===== config.mk =====
export PLATFORM = sky130hd
export DESIGN_NAME = rc_mutex_node
export DESIGN_NICKNAME = d
export VERILOG_FILES = /design/src/sv/rcm_pkg.sv /design/src/sv/rcm_front.sv /design/src/sv/rcm_back.sv /design/src/sv/rc_mutex_node.sv
export SDC_FILE = /design/constraint.sdc
export NUM_CORES = 1
export LEC_CHECK = 0
export ABC_AREA = 1
export CAP_MARGIN = 10
export CORE_MARGIN = 2
export CORE_UTILIZATION = 49
export CTS_CLUSTER_SIZE = 12
export DETAILED_ROUTE_END_ITERATION = 10
export DONT_BUFFER_PORTS = 1
export PLACE_DENSITY = 0.66
export SLEW_MARGIN = 15
export SYNTH_ARGS = -nofsm -noshare
export SYNTH_HDL_FRONTEND = slang
export SYNTH_HIERARCHICAL = 1
export SYNTH_SLANG_ARGS = --single-unit

===== constraint.sdc =====
create_clock -name clk -period 4.1 [get_ports clk]
set_input_delay 0.41 -clock clk [delete_from_list [all_inputs] [get_ports clk]]
set_output_delay 0.41 -clock clk [all_outputs]
set_load 0.05 [all_outputs]

===== src/sv/rcm_pkg.sv =====
// ---------------------------------------------------------------------------
// rcm_pkg
// shared types and constants of the mutual exclusion node
// ---------------------------------------------------------------------------
package rcm_pkg;

  localparam int MAX_NODES_DEF = 8;
  localparam int TIME_W        = 32;
  localparam int RANK_W        = 3;
  localparam int COUNT_W       = 4;
  localparam int KIND_W        = 2;
  localparam int QDEPTH        = 2;
  localparam int CFG_ADDR_W    = 3;
  localparam int CFG_DATA_W    = 32;

  // register index, taken from paddr[2]
  localparam logic REG_OWN_RANK   = 1'b0;
  localparam logic REG_NODE_COUNT = 1'b1;

  localparam logic [KIND_W-1:0] MSG_NONE  = 2'd0;
  localparam logic [KIND_W-1:0] MSG_REQ   = 2'd1;
  localparam logic [KIND_W-1:0] MSG_REPLY = 2'd2;

  typedef enum logic [1:0] {
    EV_RX_REQ    = 2'd0,
    EV_RX_REPLY  = 2'd1,
    EV_LOC_REQ   = 2'd2,
    EV_LOC_REL   = 2'd3
  } ev_t;

  typedef struct packed {
    ev_t               ev;
    logic [RANK_W-1:0] peer;
    logic [TIME_W-1:0] msg_time;
    logic              first;
  } qitem_t;

  typedef struct packed {
    logic [RANK_W-1:0]  own_rank;
    logic [COUNT_W-1:0] node_count;
    logic               rank_wr;
  } cfg_t;

endpackage


===== src/sv/rcm_front.sv =====
// ---------------------------------------------------------------------------
// rcm_front
// accepts events, classifies them and holds them in a short queue
// ---------------------------------------------------------------------------
module rcm_front
  import rcm_pkg::*;
(
  input  logic              clk,
  input  logic              rst_n,
  input  logic              push,
  output logic              full,
  input  logic [1:0]        in_req_type,
  input  logic [RANK_W-1:0] in_peer,
  input  logic [TIME_W-1:0] in_msg_time,
  input  logic              in_first_request,
  output logic              q_valid,
  output qitem_t            q_item,
  input  logic              q_pop
);

  localparam int PTR_W = (QDEPTH > 1) ? $clog2(QDEPTH) : 1;
  localparam int CNT_W = $clog2(QDEPTH + 1);

  qitem_t             mem_r [QDEPTH];
  logic [PTR_W-1:0]   wptr_r, wptr_nxt;
  logic [PTR_W-1:0]   rptr_r, rptr_nxt;
  logic [CNT_W-1:0]   cnt_r, cnt_nxt;
  logic               do_wr, do_rd;
  qitem_t             item_in;

  assign full    = (cnt_r == CNT_W'(QDEPTH));
  assign q_valid = (cnt_r != '0);
  assign q_item  = mem_r[rptr_r];
  assign do_wr   = push && !full;
  assign do_rd   = q_pop && q_valid;

  always_comb begin
    item_in.ev       = ev_t'(in_req_type);
    item_in.peer     = in_peer;
    item_in.msg_time = in_msg_time;
    item_in.first    = in_first_request;
  end

  always_comb begin
    wptr_nxt = wptr_r;
    rptr_nxt = rptr_r;
    cnt_nxt  = cnt_r;
    if (do_wr) begin
      wptr_nxt = (wptr_r == PTR_W'(QDEPTH - 1)) ? '0 : wptr_r + 1'b1;
    end
    if (do_rd) begin
      rptr_nxt = (rptr_r == PTR_W'(QDEPTH - 1)) ? '0 : rptr_r + 1'b1;
    end
    if (do_wr && !do_rd) begin
      cnt_nxt = cnt_r + 1'b1;
    end else if (do_rd && !do_wr) begin
      cnt_nxt = cnt_r - 1'b1;
    end
  end

  always_ff @(posedge clk) begin
    if (!rst_n) begin
      wptr_r <= '0;
      rptr_r <= '0;
      cnt_r  <= '0;
    end else begin
      wptr_r <= wptr_nxt;
      rptr_r <= rptr_nxt;
      cnt_r  <= cnt_nxt;
    end
  end

  always_ff @(posedge clk) begin
    if (do_wr) begin
      mem_r[wptr_r] <= item_in;
    end
  end

endmodule


===== src/sv/rcm_back.sv =====
// ---------------------------------------------------------------------------
// rcm_back
// protocol engine: node state, message sequencer and result register
// ---------------------------------------------------------------------------
module rcm_back
  import rcm_pkg::*;
#(
  parameter int MAX_NODES = MAX_NODES_DEF
) (
  input  logic              clk,
  input  logic              rst_n,
  input  cfg_t              cfg,
  input  logic              q_valid,
  input  qitem_t            q_item,
  output logic              q_pop,
  input  logic              pop,
  output logic              empty,
  output logic [KIND_W-1:0] out_msg_kind,
  output logic [RANK_W-1:0] out_dest,
  output logic [TIME_W-1:0] out_time,
  output logic              out_granted,
  output logic              out_last
);

  localparam int IDX_W = (MAX_NODES > 1) ? $clog2(MAX_NODES) : 1;

  typedef enum logic [3:0] {
    ST_IDLE   = 4'b0001,
    ST_REPLY  = 4'b0010,
    ST_SCAN   = 4'b0100,
    ST_STATUS = 4'b1000
  } st_t;

  st_t                   st_r, st_nxt;
  logic [TIME_W-1:0]     clock_r, clock_nxt;
  logic [TIME_W-1:0]     rtime_r, rtime_nxt;
  logic                  in_sec_r, in_sec_nxt;
  logic                  reqing_r, reqing_nxt;
  logic [MAX_NODES-1:0]  def_r, def_nxt;
  logic [MAX_NODES-1:0]  await_r, await_nxt;
  logic [MAX_NODES-1:0]  repl_r, repl_nxt;
  logic [MAX_NODES-1:0]  todo_r, todo_nxt;
  logic                  scan_req_r, scan_req_nxt;
  logic [RANK_W-1:0]     rpeer_r, rpeer_nxt;

  logic                  ov_r, ov_nxt;
  logic [KIND_W-1:0]     okind_r, okind_nxt;
  logic [RANK_W-1:0]     odest_r, odest_nxt;
  logic [TIME_W-1:0]     otime_r, otime_nxt;
  logic                  ogrant_r, ogrant_nxt;
  logic                  olast_r, olast_nxt;

  logic                  out_free;
  logic [MAX_NODES-1:0]  act_mask, rank_mask, pb_in, pb_rp, low_bit, tgt, aw;
  logic [IDX_W-1:0]      low_idx;
  logic [TIME_W-1:0]     clk_rx, clk_inc;
  logic                  defer, prio_peer;

  assign out_free     = !ov_r || pop;
  assign q_pop        = (st_r == ST_IDLE) && q_valid;
  assign empty        = !ov_r;
  assign out_msg_kind = okind_r;
  assign out_dest     = odest_r;
  assign out_time     = otime_r;
  assign out_granted  = ogrant_r;
  assign out_last     = olast_r;

  always_comb begin
    for (int i = 0; i < MAX_NODES; i++) begin
      act_mask[i]  = (i < int'(cfg.node_count));
      rank_mask[i] = (i < int'(cfg.own_rank));
    end
    low_idx = '0;
    for (int i = MAX_NODES - 1; i >= 0; i--) begin
      if (todo_r[i]) begin
        low_idx = IDX_W'(i);
      end
    end
  end

  assign pb_in   = {{(MAX_NODES-1){1'b0}}, 1'b1} << q_item.peer;
  assign pb_rp   = {{(MAX_NODES-1){1'b0}}, 1'b1} << rpeer_r;
  assign low_bit = todo_r & (~todo_r + 1'b1);
  assign clk_inc = clock_r + 1'b1;
  assign clk_rx  = ((clock_r > q_item.msg_time) ? clock_r : q_item.msg_time) + 1'b1;

  // peer wins over our own pending request
  assign prio_peer = (q_item.msg_time < rtime_r) ||
                     ((q_item.msg_time == rtime_r) && (cfg.own_rank > q_item.peer));
  assign defer     = in_sec_r || (reqing_r && !prio_peer);
  assign aw        = await_r & ~pb_in;
  assign tgt       = (repl_r | ((q_item.first && (cfg.own_rank != '0)) ? await_r : '0))
                     & act_mask;

  always_comb begin
    st_nxt       = st_r;
    clock_nxt    = clock_r;
    rtime_nxt    = rtime_r;
    in_sec_nxt   = in_sec_r;
    reqing_nxt   = reqing_r;
    def_nxt      = def_r;
    await_nxt    = await_r;
    repl_nxt     = repl_r;
    todo_nxt     = todo_r;
    scan_req_nxt = scan_req_r;
    rpeer_nxt    = rpeer_r;
    ov_nxt       = ov_r && !pop;
    okind_nxt    = okind_r;
    odest_nxt    = odest_r;
    otime_nxt    = otime_r;
    ogrant_nxt   = ogrant_r;
    olast_nxt    = olast_r;

    case (st_r)
      ST_IDLE: begin
        if (q_valid) begin
          st_nxt = ST_STATUS;
          case (q_item.ev)
            EV_RX_REQ: begin
              clock_nxt = clk_rx;
              if (defer) begin
                def_nxt = def_r | pb_in;
              end else begin
                rpeer_nxt = q_item.peer;
                st_nxt    = ST_REPLY;
              end
            end
            EV_RX_REPLY: begin
              clock_nxt = clk_rx;
              await_nxt = aw;
              repl_nxt  = repl_r & ~pb_in;
              if (reqing_r && (aw == '0)) begin
                in_sec_nxt = 1'b1;
                reqing_nxt = 1'b0;
              end
            end
            EV_LOC_REQ: begin
              if (!in_sec_r && !reqing_r) begin
                clock_nxt = clk_inc;
                rtime_nxt = clk_inc;
                if (tgt == '0) begin
                  in_sec_nxt = 1'b1;
                end else begin
                  reqing_nxt   = 1'b1;
                  await_nxt    = await_r | tgt;
                  todo_nxt     = tgt;
                  scan_req_nxt = 1'b1;
                  st_nxt       = ST_SCAN;
                end
              end
            end
            EV_LOC_REL: begin
              in_sec_nxt   = 1'b0;
              def_nxt      = '0;
              todo_nxt     = def_r & act_mask;
              scan_req_nxt = 1'b0;
              if ((def_r & act_mask) != '0) begin
                st_nxt = ST_SCAN;
              end
            end
            default: begin
              st_nxt = ST_STATUS;
            end
          endcase
        end
      end
      ST_REPLY: begin
        if (out_free) begin
          clock_nxt  = clk_inc;
          repl_nxt   = repl_r | pb_rp;
          ov_nxt     = 1'b1;
          okind_nxt  = MSG_REPLY;
          odest_nxt  = rpeer_r;
          otime_nxt  = clk_inc;
          ogrant_nxt = in_sec_r;
          olast_nxt  = 1'b0;
          st_nxt     = ST_STATUS;
        end
      end
      ST_SCAN: begin
        if (out_free) begin
          ov_nxt     = 1'b1;
          odest_nxt  = RANK_W'(low_idx);
          ogrant_nxt = in_sec_r;
          olast_nxt  = 1'b0;
          if (scan_req_r) begin
            okind_nxt = MSG_REQ;
            otime_nxt = rtime_r;
          end else begin
            okind_nxt = MSG_REPLY;
            otime_nxt = clk_inc;
            clock_nxt = clk_inc;
            repl_nxt  = repl_r | low_bit;
          end
          todo_nxt = todo_r & ~low_bit;
          if ((todo_r & ~low_bit) == '0) begin
            st_nxt = ST_STATUS;
          end
        end
      end
      ST_STATUS: begin
        if (out_free) begin
          ov_nxt     = 1'b1;
          okind_nxt  = MSG_NONE;
          odest_nxt  = '0;
          otime_nxt  = clock_r;
          ogrant_nxt = in_sec_r;
          olast_nxt  = 1'b1;
          st_nxt     = ST_IDLE;
        end
      end
      default: begin
        st_nxt = ST_IDLE;
      end
    endcase

    if (cfg.rank_wr) begin
      await_nxt = rank_mask;
    end
  end

  always_ff @(posedge clk) begin
    if (!rst_n) begin
      st_r       <= ST_IDLE;
      clock_r    <= '0;
      rtime_r    <= '0;
      in_sec_r   <= 1'b0;
      reqing_r   <= 1'b0;
      def_r      <= '0;
      await_r    <= '0;
      repl_r     <= '0;
      todo_r     <= '0;
      scan_req_r <= 1'b0;
      ov_r       <= 1'b0;
    end else begin
      st_r       <= st_nxt;
      clock_r    <= clock_nxt;
      rtime_r    <= rtime_nxt;
      in_sec_r   <= in_sec_nxt;
      reqing_r   <= reqing_nxt;
      def_r      <= def_nxt;
      await_r    <= await_nxt;
      repl_r     <= repl_nxt;
      todo_r     <= todo_nxt;
      scan_req_r <= scan_req_nxt;
      ov_r       <= ov_nxt;
    end
  end

  always_ff @(posedge clk) begin
    rpeer_r  <= rpeer_nxt;
    okind_r  <= okind_nxt;
    odest_r  <= odest_nxt;
    otime_r  <= otime_nxt;
    ogrant_r <= ogrant_nxt;
    olast_r  <= olast_nxt;
  end

endmodule


===== src/sv/rc_mutex_node.sv =====
// ---------------------------------------------------------------------------
// rc_mutex_node
// one node of roucairol-carvalho mutual exclusion with a lamport clock
// ---------------------------------------------------------------------------
// Events enter through a two-deep queue and are carried out one at a time by
// the protocol engine. An event is first decoded and then produces its results
// in order: every message (one per target rank, found lowest rank first by a
// priority encoder) and then the closing status result. The single result
// register takes one result per cycle while pop keeps up, and it holds the
// engine while it is full and not popped. Configuration is written over the
// apb port at byte 0 (own_rank) and byte 4 (node_count); the user must write
// it only while the node is idle, as the block itself does not enforce this.
module rc_mutex_node
  import rcm_pkg::*;
#(
  parameter int MAX_NODES = MAX_NODES_DEF
) (
  input  logic                  clk,
  input  logic                  rst_n,
  input  logic                  push,
  output logic                  full,
  input  logic [1:0]            in_req_type,
  input  logic [RANK_W-1:0]     in_peer,
  input  logic [TIME_W-1:0]     in_msg_time,
  input  logic                  in_first_request,
  output logic                  empty,
  input  logic                  pop,
  output logic [KIND_W-1:0]     out_msg_kind,
  output logic [RANK_W-1:0]     out_dest,
  output logic [TIME_W-1:0]     out_time,
  output logic                  out_granted,
  output logic                  out_last,
  input  logic                  psel,
  input  logic                  penable,
  input  logic                  pwrite,
  input  logic [CFG_ADDR_W-1:0] paddr,
  input  logic [CFG_DATA_W-1:0] pwdata,
  output logic [CFG_DATA_W-1:0] prdata,
  output logic                  pready
);

  logic [RANK_W-1:0]  own_rank_r, own_rank_nxt;
  logic [COUNT_W-1:0] node_count_r, node_count_nxt;
  logic               wr_en;
  cfg_t               cfg;
  logic               q_valid, q_pop;
  qitem_t             q_item;

  assign pready = 1'b1;
  assign wr_en  = psel && penable && pwrite && pready;

  always_comb begin
    own_rank_nxt   = own_rank_r;
    node_count_nxt = node_count_r;
    if (wr_en) begin
      if (paddr[2] == REG_OWN_RANK) begin
        own_rank_nxt = pwdata[RANK_W-1:0];
      end else begin
        node_count_nxt = pwdata[COUNT_W-1:0];
      end
    end
  end

  always_comb begin
    if (paddr[2] == REG_NODE_COUNT) begin
      prdata = CFG_DATA_W'(node_count_r);
    end else begin
      prdata = CFG_DATA_W'(own_rank_r);
    end
  end

  always_ff @(posedge clk) begin
    if (!rst_n) begin
      own_rank_r   <= '0;
      node_count_r <= COUNT_W'(8);
    end else begin
      own_rank_r   <= own_rank_nxt;
      node_count_r <= node_count_nxt;
    end
  end

  always_comb begin
    cfg.own_rank   = own_rank_r;
    cfg.node_count = node_count_r;
    cfg.rank_wr    = wr_en && (paddr[2] == REG_OWN_RANK);
  end

  // rank reload of the awaiting set uses the new rank value
  logic [RANK_W-1:0] rank_for_reload;
  assign rank_for_reload = own_rank_nxt;

  cfg_t cfg_back;
  always_comb begin
    cfg_back          = cfg;
    if (cfg.rank_wr) begin
      cfg_back.own_rank = rank_for_reload;
    end
  end

  rcm_front u_front (
    .clk              (clk),
    .rst_n            (rst_n),
    .push             (push),
    .full             (full),
    .in_req_type      (in_req_type),
    .in_peer          (in_peer),
    .in_msg_time      (in_msg_time),
    .in_first_request (in_first_request),
    .q_valid          (q_valid),
    .q_item           (q_item),
    .q_pop            (q_pop)
  );

  rcm_back #(
    .MAX_NODES (MAX_NODES)
  ) u_back (
    .clk          (clk),
    .rst_n        (rst_n),
    .cfg          (cfg_back),
    .q_valid      (q_valid),
    .q_item       (q_item),
    .q_pop        (q_pop),
    .pop          (pop),
    .empty        (empty),
    .out_msg_kind (out_msg_kind),
    .out_dest     (out_dest),
    .out_time     (out_time),
    .out_granted  (out_granted),
    .out_last     (out_last)
  );

endmodule

==> report_table.html <==
<table>
<tr><th>Metric</th><th>Value</th></tr>
<tr><th colspan="2">Floorplanning</th></tr>
<tr><td>Die Wd</td><td>176 um</td></tr>
<tr><td>CORE AREA</td><td>0.0289 mm2</td></tr>
<tr><td>Area of the die</td><td>0.0309 mm2</td></tr>
<tr><td>Row cnt</td><td>62</td></tr>
<tr><td>Starting utilization of the core area</td><td>50.1%</td></tr>
<tr><td>Top Ports</td><td>154</td></tr>
<tr><td>Vert. Die Dim</td><td>176 um</td></tr>
<tr><th colspan="2">Global routing</th></tr>
<tr><td>Global-route wire length before repair</td><td>66400 um</td></tr>
<tr><td>Total global routing overflow</td><td>0</td></tr>
<tr><td>Total routing usage reported by global routing</td><td>27.3%</td></tr>
<tr><td>Antenna violations before repair</td><td>1</td></tr>
<tr><td>Maximum number of pins on one net before global-route repair</td><td>56</td></tr>
<tr><td>Number of global-route vias before repair</td><td>12000</td></tr>
<tr><th colspan="2">Run</th></tr>
<tr><td>Max-cap violations</td><td>0</td></tr>
<tr><th colspan="2">Yosys</th></tr>
<tr><td>Post-synthesis sequential area ratio</td><td>40.6%</td></tr>
<tr><td>Synthesized cell area</td><td>0.0144 mm2</td></tr>
<tr><td>Most used flip-flop cell after synthesis</td><td>sky130_fd_sc_hd__edfxtp_1</td></tr>
<tr><td>Post-Syn Instances</td><td>1846</td></tr>
<tr><td>Number of storage elements in the synthesis netlist</td><td>234</td></tr>
<tr><td>Number of synthesized flops with an enable pin</td><td>118</td></tr>
<tr><td>Post-synthesis area per instance</td><td>7.83 um2</td></tr>
<tr><td>Ys Warns</td><td>6</td></tr>
<tr><td>Async set-reset flop share out of synthesis</td><td>0%</td></tr>
<tr><td>Library cells used by synthesis</td><td>60</td></tr>
<tr><th colspan="2">CTS</th></tr>
<tr><td>Latest clock arrival within the worst-skew pair</td><td>0.54 ns</td></tr>
<tr><td>Num Clock Sinks</td><td>234</td></tr>
<tr><td>CTS tree</td><td>built</td></tr>
<tr><td>Inserted Clock Buffers</td><td>26</td></tr>
<tr><td>Clk slew on worst S/H paths</td><td>0.06 ns</td></tr>
<tr><td>Root buffer cell</td><td>sky130_fd_sc_hd__clkbuf_16</td></tr>
<tr><td>Buffer count from post-CTS setup fixing</td><td>0</td></tr>
<tr><td>Maximum buffer depth of the clock tree</td><td>3</td></tr>
<tr><td>Maximum level of the CTS H-tree</td><td>1</td></tr>
<tr><th colspan="2">Routing</th></tr>
<tr><td>Vias after detailed routing</td><td>12900</td></tr>
<tr><td>Remaining antenna violation count after routing</td><td>0</td></tr>
<tr><td>Remaining routing DRC violations</td><td>0</td></tr>
<tr><td>WL per Instance</td><td>18.5 um</td></tr>
<tr><td>DRC marker count from the first detailed-route iteration</td><td>1244</td></tr>
<tr><td>Total wire length after detailed routing</td><td>42400 um</td></tr>
<tr><td>Drt first pass iters</td><td>5</td></tr>
<tr><td>Vias per inst</td><td>5.60</td></tr>
<tr><th colspan="2">STA</th></tr>
<tr><td>Max Fclk</td><td>262 MHz</td></tr>
<tr><td>Final hold violation count</td><td>0</td></tr>
<tr><td>Total of endpoints with negative setup slack in the final report</td><td>0</td></tr>
<tr><td>Min Clock Period, post-route</td><td>3.82 ns</td></tr>
<tr><td>Worst-case clock skew</td><td>0.0110 ns</td></tr>
<tr><td>Slew @ Worst Pin</td><td>0.941 ns</td></tr>
<tr><td>Max_slew headroom</td><td>36.9%</td></tr>
<tr><td>Portion of the clock cycle consumed by the worst path in the final layout</td><td>93.2%</td></tr>
<tr><td>Max-slew violation total from the final report</td><td>0</td></tr>
<tr><td>Slack of the critical path</td><td>0.278 ns</td></tr>
<tr><th colspan="2">Worst setup path</th></tr>
<tr><td>Data arrival time of the critical path</td><td>4.20 ns</td></tr>
<tr><td>Worst-path maximum fanout</td><td>16</td></tr>
<tr><td>Data required time of the worst path</td><td>4.48 ns</td></tr>
<tr><td>Category of the critical setup timing path</td><td>flip-flop to flip-flop</td></tr>
<tr><td>Critical Path Sink Type</td><td>flip-flop</td></tr>
<tr><td>Kind of start point of the critical path</td><td>flip-flop</td></tr>
<tr><th colspan="2">Final layout</th></tr>
<tr><td>Area overhead of the layout relative to synthesis</td><td>11.5%</td></tr>
<tr><td>Final standard cell area without fillers</td><td>0.0161 mm2</td></tr>
<tr><td>Fraction of layout cells with a size suffix above 1</td><td>9.31%</td></tr>
<tr><td>Final cell utilization of the core</td><td>55.8%</td></tr>
<tr><td>Nets@finish</td><td>2042</td></tr>
<tr><td>Non-filler cells in the finished layout</td><td>2295</td></tr>
<tr><td>Ant. Diodes</td><td>0</td></tr>
<tr><th colspan="2">Pwr</th></tr>
<tr><td>Overall power after layout</td><td>10.5 mW</td></tr>
<tr><td>Power per unit of standard cell area</td><td>654 mW/mm2</td></tr>
<tr><td>Largest voltage drop on the vdd net</td><td>0.000490 V</td></tr>
<tr><td>Leakage dissipation</td><td>6.56 nW</td></tr>
<tr><th colspan="2">Run status</th></tr>
<tr><td>Status</td><td>finished clean</td></tr>
<tr><th colspan="2">Placed design</th></tr>
<tr><td>Inst Count DP</td><td>2204</td></tr>
<tr><td>Worst slack, placed</td><td>0.161 ns</td></tr>
<tr><td>Post-detail-place hpwl</td><td>30300 um</td></tr>
<tr><td>Count of buffers from port buffering</td><td>0</td></tr>
<tr><td>Final weighted congestion in routability-driven placement</td><td>0.936</td></tr>
<tr><td>Placement Cell Area</td><td>0.0148 mm2</td></tr>
<tr><th colspan="2">Min path</th></tr>
<tr><td>HP Start</td><td>rst_n</td></tr>
<tr><td>Hold Path Class</td><td>input port to flip-flop</td></tr>
</table>
[metrics by stage]
| step | setup TNS, ns | hold WS [ns] |
|---|---|---|
| 5_1_grt | -0.0000919 | 0.00987 |
| 2_1_floorplan | 0 | 0.429 |
| 6_report | 0 | 0.0267 |
| 3_3_place_gp | 0 | 0.440 |
| 3_5_place_dp | 0 | 0.442 |
| 4_1_cts | 0 | 0.000121 |
[path summary, 6_finish.rpt]
path	end	slack, ns	cells past startpoint
max reg2reg	u_back/clock_r[18]	0.28	23
min	u_back/todo_r[3]	0.03	2
min reg2reg	u_back/def_r[5]	0.45	2
max	u_back/clock_r[18]	0.28	23
[cells in the final DEF, fill, tap and decap left out, types with 11 or more instances in the layout]
cell type | synthesis | layout
sky130_fd_sc_hd__nand3_1 | 99 | 99
sky130_fd_sc_hd__nor3_1 | 25 | 24
sky130_fd_sc_hd__a211oi_1 | 11 | 11
sky130_fd_sc_hd__nand2_1 | 417 | 417
sky130_fd_sc_hd__mux2_4 | 20 | 20
sky130_fd_sc_hd__clkbuf_16 | 0 | 28
sky130_fd_sc_hd__xor2_1 | 23 | 23
sky130_fd_sc_hd__nand4_1 | 21 | 21
sky130_fd_sc_hd__dfxtp_1 | 116 | 115
sky130_fd_sc_hd__nor2_2 | 15 | 14
sky130_fd_sc_hd__nor2_4 | 8 | 12
sky130_fd_sc_hd__dlygate4sd3_1 | 0 | 43
sky130_fd_sc_hd__conb_1 | 2 | 29
sky130_fd_sc_hd__nand2_2 | 13 | 13
sky130_fd_sc_hd__o221ai_1 | 34 | 34
sky130_fd_sc_hd__mux2_2 | 18 | 18
sky130_fd_sc_hd__nor2_1 | 136 | 133
sky130_fd_sc_hd__a21oi_1 | 168 | 167
sky130_fd_sc_hd__edfxtp_1 | 118 | 118
sky130_fd_sc_hd__o21ai_0 | 94 | 94
sky130_fd_sc_hd__ha_1 | 70 | 70
sky130_fd_sc_hd__inv_1 | 249 | 248
sky130_fd_sc_hd__buf_4 | 32 | 30
[critical path, cell delays in order (launching register included)]
cell and delay (ns):
sky130_fd_sc_hd__dfxtp_2 0.41, sky130_fd_sc_hd__buf_12 0.19, sky130_fd_sc_hd__mux2_2 0.40, sky130_fd_sc_hd__inv_1 0.08, sky130_fd_sc_hd__ha_1 0.15, sky130_fd_sc_hd__nand2_1 0.08, sky130_fd_sc_hd__nor2_2 0.15, sky130_fd_sc_hd__nand4_2 0.14
sky130_fd_sc_hd__nor2_4 0.18, sky130_fd_sc_hd__nand2_1 0.11, sky130_fd_sc_hd__nand2_4 0.10, sky130_fd_sc_hd__buf_4 0.24, sky130_fd_sc_hd__nand3_1 0.10, sky130_fd_sc_hd__nand2_1 0.10, sky130_fd_sc_hd__ha_1 0.16, sky130_fd_sc_hd__nand2_1 0.10
sky130_fd_sc_hd__nor2_4 0.16, sky130_fd_sc_hd__nand2_2 0.14, sky130_fd_sc_hd__nor2_4 0.21, sky130_fd_sc_hd__inv_2 0.08, sky130_fd_sc_hd__o21ai_1 0.12, sky130_fd_sc_hd__nand3_1 0.10, sky130_fd_sc_hd__nand2_1 0.08, sky130_fd_sc_hd__a21oi_1 0.06
[flip-flops by register name (all words and copies together) (netlist names), named ones only]
| signal | flops |
|---|---|
| u_back/ov_r | 1 |
| u_front/mem_r | 76 |
| u_back/out_time | 32 |
| u_back/reqing_r | 1 |
| u_back/scan_req_r | 1 |
| u_front/cnt_r | 2 |
| u_back/def_r | 8 |
| own_rank_r | 3 |
| node_count_r | 4 |
| u_back/in_sec_r | 1 |
| u_back/repl_r | 8 |
| u_back/await_r | 8 |
| u_back/clock_r | 32 |
| u_back/todo_r | 8 |
| u_back/out_granted | 1 |
| u_back/rpeer_r | 3 |
| u_back/out_last | 1 |
| u_back/st_r | 4 |
| u_back/out_dest | 3 |
| u_back/out_msg_kind | 2 |
| u_front/rptr_r | 1 |
| u_front/wptr_r | 1 |
| u_back/rtime_r | 32 |
[cell families (layout without fill, tap and decap cells)]
kind of cell             Yosys count  after routing  synth area share [%]
AO/OA/AOI/OAI                    366            366                  14.7
multiplexers                      38             38                  3.48
AND/OR/NAND/NOR                  761            761                  23.3
buffers and inverters            347            385                  10.2
adder cells (fa/ha/maj)           70             70                  6.06
XOR/XNOR                          28             28                  1.70
flip-flops                       234            234                  40.6
other                              2             29                0.0520
[synthesized netlist by cell type (10+ instances only)]
| cell type | instances | share of area, % |
|---|---|---|
| sky130_fd_sc_hd__inv_1 | 249 | 6.5 |
| sky130_fd_sc_hd__nor2_1 | 136 | 3.5 |
| sky130_fd_sc_hd__o21ai_1 | 10 | 0.35 |
| sky130_fd_sc_hd__a21oi_1 | 168 | 5.8 |
| sky130_fd_sc_hd__o21ai_0 | 94 | 3.3 |
| sky130_fd_sc_hd__clkbuf_1 | 44 | 1.1 |
| sky130_fd_sc_hd__xor2_1 | 23 | 1.4 |
| sky130_fd_sc_hd__nor2_2 | 15 | 0.65 |
| sky130_fd_sc_hd__o211ai_1 | 10 | 0.52 |
| sky130_fd_sc_hd__edfxtp_1 | 118 | 25 |
| sky130_fd_sc_hd__nand2_1 | 417 | 11 |
| sky130_fd_sc_hd__o221ai_1 | 34 | 2.1 |
| sky130_fd_sc_hd__mux2_4 | 20 | 2.1 |
| sky130_fd_sc_hd__nor3_1 | 25 | 0.87 |
| sky130_fd_sc_hd__buf_4 | 32 | 1.7 |
| sky130_fd_sc_hd__nand4_1 | 21 | 0.91 |
| sky130_fd_sc_hd__mux2_2 | 18 | 1.4 |
| sky130_fd_sc_hd__a211oi_1 | 11 | 0.57 |
| sky130_fd_sc_hd__nand2_2 | 13 | 0.56 |
| sky130_fd_sc_hd__nand3_1 | 99 | 3.4 |
| sky130_fd_sc_hd__ha_1 | 70 | 6.1 |
| sky130_fd_sc_hd__dfxtp_1 | 116 | 16 |
[layout make-up]
| type | instances | area, um2 |
|---|---|---|
| Clock inverter | 9 | 76.3 |
| Tap cell | 384 | 480 |
| Timing Repair Buffer | 77 | 732 |
| Multi-Input combinational cell | 1292 | 7250 |
| Inverter | 261 | 981 |
| Sequential cell | 234 | 5870 |
| Fill cell | 2712 | 12700 |
| Clock buffer | 38 | 727 |
[metal layers]
| layer | GRT usage [%] | share of wire, % |
|---|---|---|
| met5 | 0 | 0 |
| met1 | 40.8 | 47 |
| met4 | 8.54 | 3.0 |
| met2 | 41.0 | 42 |
| met3 | 3.53 | 8.0 |
[repair_timing]
item | CTS | global route
endpoints found under the setup margin | 0 | 17
gates resized for setup | 0 | 5
hold endpoints to repair | 88 | 0
hold buffers | 43 | 0
[report_power, final]
| group | internal [mW] | switching [mW] | leakage [nW] |
|---|---|---|---|
| logic | 1.60 | 3.16 | 4.14 |
| clock network | 1.29 | 0.947 | 0.385 |
| registers | 2.98 | 0.573 | 2.04 |
Note: power is estimated with default switching activity, not from simulation.
